File: config.mk
export PLATFORM = sky130hd
export DESIGN_NAME = teenum_front
export DESIGN_NICKNAME = d
export VERILOG_FILES = /design/src/rtl/teenum_pkg.sv /design/src/rtl/teenum_front.sv
export SDC_FILE = /design/constraint.sdc
export NUM_CORES = 1
export LEC_CHECK = 0
export BUFFER_PORTS_ARGS = -buffer_cell sky130_fd_sc_hd__buf_4
export CAP_MARGIN = 10
export CORE_UTILIZATION = 45
export CTS_BUF_LIST = sky130_fd_sc_hd__clkbuf_4
export DETAILED_ROUTE_END_ITERATION = 6
export GPL_TIMING_DRIVEN = 0
export PLACE_DENSITY_LB_ADDON = 0.08
export SLEW_MARGIN = 0
export SYNTH_ARGS = -nofsm -noshare
export SYNTH_HDL_FRONTEND = slang
export SYNTH_SLANG_ARGS = --single-unit
File: constraint.sdc
create_clock -name clk -period 4 [get_ports clk]
set_input_delay 0.2 -clock clk [delete_from_list [all_inputs] [get_ports clk]]
set_output_delay 0.2 -clock clk [all_outputs]
set_load 0.005 [all_outputs]
File: src/rtl/teenum_pkg.sv
// teenum_pkg: shared types and constants for the tetrahedral edge enumerator
// no dependencies
package teenum_pkg;
  localparam int VID_W    = 10;
  localparam int EID_W    = 13;
  localparam int CNT_W    = 14;
  localparam int EDGES    = 6;
  localparam int VERTS    = 4;

  typedef struct packed {
    logic [VID_W-1:0] vertex_a;
    logic [VID_W-1:0] vertex_b;
    logic [VID_W-1:0] vertex_c;
    logic [VID_W-1:0] vertex_d;
  } tet_t;

  typedef struct packed {
    logic [EID_W-1:0] edge_id_ab;
    logic [EID_W-1:0] edge_id_ac;
    logic [EID_W-1:0] edge_id_ad;
    logic [EID_W-1:0] edge_id_bc;
    logic [EID_W-1:0] edge_id_bd;
    logic [EID_W-1:0] edge_id_cd;
    logic [EDGES-1:0] new_edge_mask;
    logic [CNT_W-1:0] edges_so_far;
    logic             overflow;
  } res_t;

  // one sorted edge handed from the front end to the back end
  typedef struct packed {
    logic [VID_W-1:0] lo;
    logic [VID_W-1:0] hi;
    logic             last;
  } edge_t;
endpackage

File: src/rtl/teenum_front.sv
// teenum_front: accepts tetrahedra, sorts each of their edges into a queue
// depends on teenum_pkg
module teenum_front #(
  parameter int QDEPTH = 4
) (
  input  logic                clk,
  input  logic                rst_n,
  input  logic                in_valid,
  output logic                in_ready,
  input  teenum_pkg::tet_t    in_tet,
  output logic                q_valid,
  input  logic                q_pop,
  output teenum_pkg::edge_t   q_edge
);
  import teenum_pkg::*;
  localparam int QA = $clog2(QDEPTH);

  tet_t          tet_r;
  logic          busy_r;
  logic [2:0]    eidx_r;
  edge_t         q_mem [QDEPTH];
  logic [QA-1:0] wp_r, rp_r;
  logic [QA:0]   cnt_r;
  logic [VID_W-1:0] x, y;
  logic          push;

  assign in_ready = !busy_r;
  always_comb begin
    case (eidx_r)
      3'd0: begin x = tet_r.vertex_a; y = tet_r.vertex_b; end
      3'd1: begin x = tet_r.vertex_a; y = tet_r.vertex_c; end
      3'd2: begin x = tet_r.vertex_a; y = tet_r.vertex_d; end
      3'd3: begin x = tet_r.vertex_b; y = tet_r.vertex_c; end
      3'd4: begin x = tet_r.vertex_b; y = tet_r.vertex_d; end
      default: begin x = tet_r.vertex_c; y = tet_r.vertex_d; end
    endcase
  end
  assign push = busy_r && (cnt_r != (QA+1)'(QDEPTH));
  assign q_valid = cnt_r != '0;
  assign q_edge  = q_mem[rp_r];

  always_ff @(posedge clk) begin
    if (in_valid && in_ready) tet_r <= in_tet;
    if (push) begin
      q_mem[wp_r].lo   <= (x < y) ? x : y;
      q_mem[wp_r].hi   <= (x < y) ? y : x;
      q_mem[wp_r].last <= eidx_r == 3'(EDGES-1);
    end
    if (!rst_n) begin
      busy_r <= 1'b0; eidx_r <= '0; wp_r <= '0; rp_r <= '0; cnt_r <= '0;
    end else begin
      if (in_valid && in_ready) busy_r <= 1'b1;
      if (push) begin
        wp_r <= wp_r + 1'b1;
        if (eidx_r == 3'(EDGES-1)) begin
          eidx_r <= '0; busy_r <= 1'b0;
        end else eidx_r <= eidx_r + 3'd1;
      end
      if (q_pop) rp_r <= rp_r + 1'b1;
      cnt_r <= cnt_r + (QA+1)'(push) - (QA+1)'(q_pop);
    end
  end
endmodule

==> run_summary.xml <==
<?xml version="1.0" encoding="UTF-8"?>
<metrics>
  <group name="timing">
    <metric name="fin_crit_sh" unit="%">94.6</metric>
    <metric name="timing.final.crit_period" unit="ns">3.78</metric>
    <metric name="setup_tns" unit="ns">0</metric>
    <metric name="slew_headroom" unit="%">24.4</metric>
    <metric name="achievable-frequency" unit="MHz">264</metric>
    <metric name="final.setup_skew" unit="ns">0.0103</metric>
    <metric name="worst-slew-pin-transition" unit="ns">1.13</metric>
    <metric name="grt_setup_unrepaired" unit="">false</metric>
    <metric name="hold_viol_final" unit="">0</metric>
    <metric name="setup_violating_endpoint_count_in_the_final_report" unit="">0</metric>
    <metric name="timing_max_transition_violations_final" unit="">0</metric>
  </group>
  <group name="run_status">
    <metric name="run_status" unit="">completed</metric>
  </group>
  <group name="pwr">
    <metric name="share_seq_of_total_power" unit="%">49.6</metric>
    <metric name="share_clk_of_total_power" unit="%">20.6</metric>
    <metric name="total_power" unit="mW">3.72</metric>
    <metric name="switchingPower" unit="mW">1.06</metric>
    <metric name="ir_drop" unit="mV">0.254</metric>
    <metric name="power.share.switching" unit="%">28.5</metric>
    <metric name="p_leak" unit="nW">2.70</metric>
    <metric name="p_comb_share" unit="%">29.8</metric>
    <metric name="power_density" unit="nW/µm²">489</metric>
    <metric name="internal_power" unit="mW">2.66</metric>
  </group>
  <group name="grt">
    <metric name="grt_use_total" unit="%">19.5</metric>
    <metric name="via_count_of_the_first_global_routing_pass" unit="">3708</metric>
    <metric name="pin_count_of_the_biggest_net_entering_global_routing" unit="">37</metric>
    <metric name="grt_first_pass_wirelength" unit="µm">19200</metric>
    <metric name="global_route.overflow_total" unit="">0</metric>
    <metric name="grt_antenna_before_repair" unit="">0</metric>
  </group>
  <group name="floorplanning">
    <metric name="die_area" unit="µm²">13700</metric>
    <metric name="design.portCount" unit="">67</metric>
    <metric name="initial_utilization" unit="%">46.7</metric>
    <metric name="std_cell_rows" unit="">41</metric>
    <metric name="die_height" unit="µm">117</metric>
    <metric name="floorplan.core_area" unit="µm²">12700</metric>
    <metric name="die_w" unit="µm">117</metric>
  </group>
  <group name="critical_path">
    <metric name="critPathRequiredTime" unit="ns">4.25</metric>
    <metric name="critical_path.max_stage_delay" unit="ns">0.90</metric>
    <metric name="critical_path.top_delay_family" unit="">compound AO/OA/AOI/OAI gates</metric>
    <metric name="critPathMaxFanout" unit="">19</metric>
    <metric name="critPathKind" unit="">reg -&gt; reg</metric>
    <metric name="timing.critical_path.buf_inv" unit="">5</metric>
    <metric name="list_of_cells_traversed_by_the_critical_path" unit="">buf_4 -&gt; clkbuf_1 -&gt; o311ai_0 -&gt; inv_1 -&gt; ha_1 -&gt; a21oi_1 -&gt; o21ai_0 -&gt; a221oi_4 -&gt; o21ai_1 -&gt; buf_6 -&gt; buf_12 -&gt; mux2i_4</metric>
    <metric name="worst_setup_path_start_kind" unit="">register</metric>
    <metric name="worstSetupEndpointType" unit="">register</metric>
    <metric name="slowest_stage" unit="">sky130_fd_sc_hd__o311ai_0</metric>
    <metric name="critical_path_arrival" unit="ns">4.03</metric>
  </group>
  <group name="detailed_routing">
    <metric name="detail_route.drc_violations" unit="">0</metric>
    <metric name="ant_nets" unit="">0</metric>
    <metric name="drt_pre_antenna_iters" unit="">7</metric>
    <metric name="drt_wl_total" unit="µm">12200</metric>
    <metric name="vias" unit="">3703</metric>
    <metric name="drt_iter0_markers" unit="">281</metric>
    <metric name="routed_via_density" unit="">5.41</metric>
    <metric name="routedWlPerCell" unit="µm">17.8</metric>
  </group>
  <group name="finish">
    <metric name="finalNetCount" unit="">563</metric>
    <metric name="most_frequent_standard_cell_in_the_layout_excluding_fill_and_tap_cells" unit="">sky130_fd_sc_hd__edfxtp_1</metric>
    <metric name="post_route_cells_drive_above_1_share" unit="%">31.6</metric>
    <metric name="final_design_area_no_fill" unit="µm²">7600</metric>
    <metric name="layout.cells.non_filler" unit="">684</metric>
    <metric name="most_frequent_cells_in_the_layout" unit="">sky130_fd_sc_hd__edfxtp_1 (124), sky130_fd_sc_hd__buf_4 (84), sky130_fd_sc_hd__dlygate4sd3_1 (43)</metric>
    <metric name="final-seq-area" unit="µm²">3980</metric>
    <metric name="area_growth_syn_to_layout" unit="%">28.1</metric>
    <metric name="num-fill-cells" unit="">1006</metric>
    <metric name="multi_input_comb_area" unit="µm²">1930</metric>
    <metric name="diodes" unit="">0</metric>
  </group>
  <group name="logic_synthesis">
    <metric name="largest_family_of_logic_cells_by_synthesized_area" unit="">multiplexers</metric>
    <metric name="basic_gate_share_of_the_synthesized_area_counting_and_or_nand_and_nor_cells" unit="%">5.23</metric>
    <metric name="number_of_storage_elements_in_the_synthesis_netlist" unit="">137</metric>
    <metric name="post_synth_inst_count" unit="">360</metric>
    <metric name="synth.yosys.seq_area_share" unit="%">67.1</metric>
    <metric name="synth-warning-count" unit="">0</metric>
    <metric name="syn-cell-area" unit="µm²">5940</metric>
    <metric name="ys_dominant_reg_cell" unit="">sky130_fd_sc_hd__edfxtp_1</metric>
    <metric name="synth_fp_nets" unit="">421</metric>
    <metric name="synth-compound-area-share" unit="%">8.49</metric>
    <metric name="synth_adder_area_share" unit="%">3.71</metric>
    <metric name="synth.mux.area_fraction" unit="%">11.5</metric>
    <metric name="post_synth_xor_area_fraction" unit="%">0.885</metric>
    <metric name="number_of_enable_flip_flop_cells_after_synthesis" unit="">124</metric>
    <metric name="ys_async_sr_fraction" unit="%">0</metric>
    <metric name="post_synth.cell_area_avg" unit="µm²">16.5</metric>
    <metric name="yosys_cell_types" unit="">46</metric>
  </group>
  <group name="clocking">
    <metric name="cts_inserted_buffers" unit="">17</metric>
    <metric name="clkTransAtPathRegs" unit="ns">0.10</metric>
    <metric name="cts_tree" unit="">yes</metric>
    <metric name="cts_num_sinks" unit="">137</metric>
    <metric name="clkLatencyLatePin" unit="ns">0.56</metric>
    <metric name="htree_levels" unit="">4</metric>
    <metric name="clock_path_buffers" unit="">2</metric>
    <metric name="cts.root.buffer_cell" unit="">sky130_fd_sc_hd__clkbuf_4</metric>
  </group>
  <group name="placement">
    <metric name="placedCellCount" unit="">599</metric>
    <metric name="numPortBuffers" unit="">66</metric>
    <metric name="place.gp.congestion" unit="">0.833</metric>
    <metric name="placement.cell_area" unit="µm²">6670</metric>
    <metric name="place.detailed.hpwl" unit="µm">7970</metric>
  </group>
  <group name="min_path">
    <metric name="holdCritPathClass" unit="">in -&gt; reg</metric>
  </group>
  <group name="run">
    <metric name="drv_cap" unit="">0</metric>
  </group>
</metrics>
[Yosys cell counts (all sizes together), types with 10 or more instances]
cell type	number	area (µm²)
mux2i	21	210
o221ai	10	87.6
inv	17	63.8
and2	12	75.1
edfxtp	124	3720
o21ai	16	80.1
clkbuf	12	45.0
dfxtp	13	260
ha	16	200
mux4	21	473
[final timing paths]
kind	cells past startpoint	end	start	slack (ns)
max	12	q_mem[0][6]	eidx_r[1]	0.22
min	2	tet_r[21]	in_tet[21]	0.36
max reg2reg	12	q_mem[0][6]	eidx_r[1]	0.22
min reg2reg	2	wp_r[1]	wp_r[1]	0.58
[final cells by class]
class	instances	area share, %
Clock buffer	19	1.88
Timing Repair Buffer	126	14.0
Multi-Input combinational cell	184	25.4
Inverter	18	0.922
Sequential cell	137	52.4
Buffer	18	1.46
Clock inverter	10	1.09
Tap cell	172	2.83
[flip-flops by register name, indices dropped and copies added (netlist names), named ones only]
name,count
tet_r,40
busy_r,1
cnt_r,3
wp_r,2
q_mem,84
rp_r,2
eidx_r,3
[per-layer routing]
metal	GRT usage [%]	vias up	routed length (µm)	part of all wire, %
li1	-	1741	-	-
met2	31.6	112	5990	49
met5	0	-	0	0
met3	5.56	21	585	4.8
met1	24.8	1829	5420	44
met4	8.02	0	209	1.7
[what timing repair did]
action,in CTS,in global routing
setup endpoints to repair,80,72
resized for setup,24,11
hold buffers,43,0
buffers inserted,12,4
pin swaps,8,4
hold endpoints to repair,45,0
[power by group through the flow]
stage | logic [mW] | clock network (mW) | registers (mW)
6_report | 1.11 | 0.766 | 1.84
5_1_grt | 1.21 | 0.843 | 1.86
4_1_cts | 1.07 | 0.788 | 1.85
3_5_place_dp | 0.871 | 0 | 1.88
3_3_place_gp | 0.851 | 0 | 1.87
2_1_floorplan | 0.568 | 0 | 1.86
[per-stage QoR]
stage	worst slack (ns)	hold WS (ns)	util [%]
2_1_floorplan	0.340	0.299	-
5_1_grt	0.0157	0.307	59.8
3_5_place_dp	-0.772	0.379	52.5
6_report	0.217	0.356	59.8
3_3_place_gp	-0.681	0.378	52.2
4_1_cts	0.0204	0.316	59.3
[kinds of logic after synthesis]
group | count (synthesis)
AOI/OAI and AO/OA | 68
muxes | 42
xor gates and xnor gates | 6
and+or+nand+nor | 51
adders and majority gates | 17
buffers and inverters | 39
DFF | 137
Note: power is estimated with default switching activity, not from simulation.
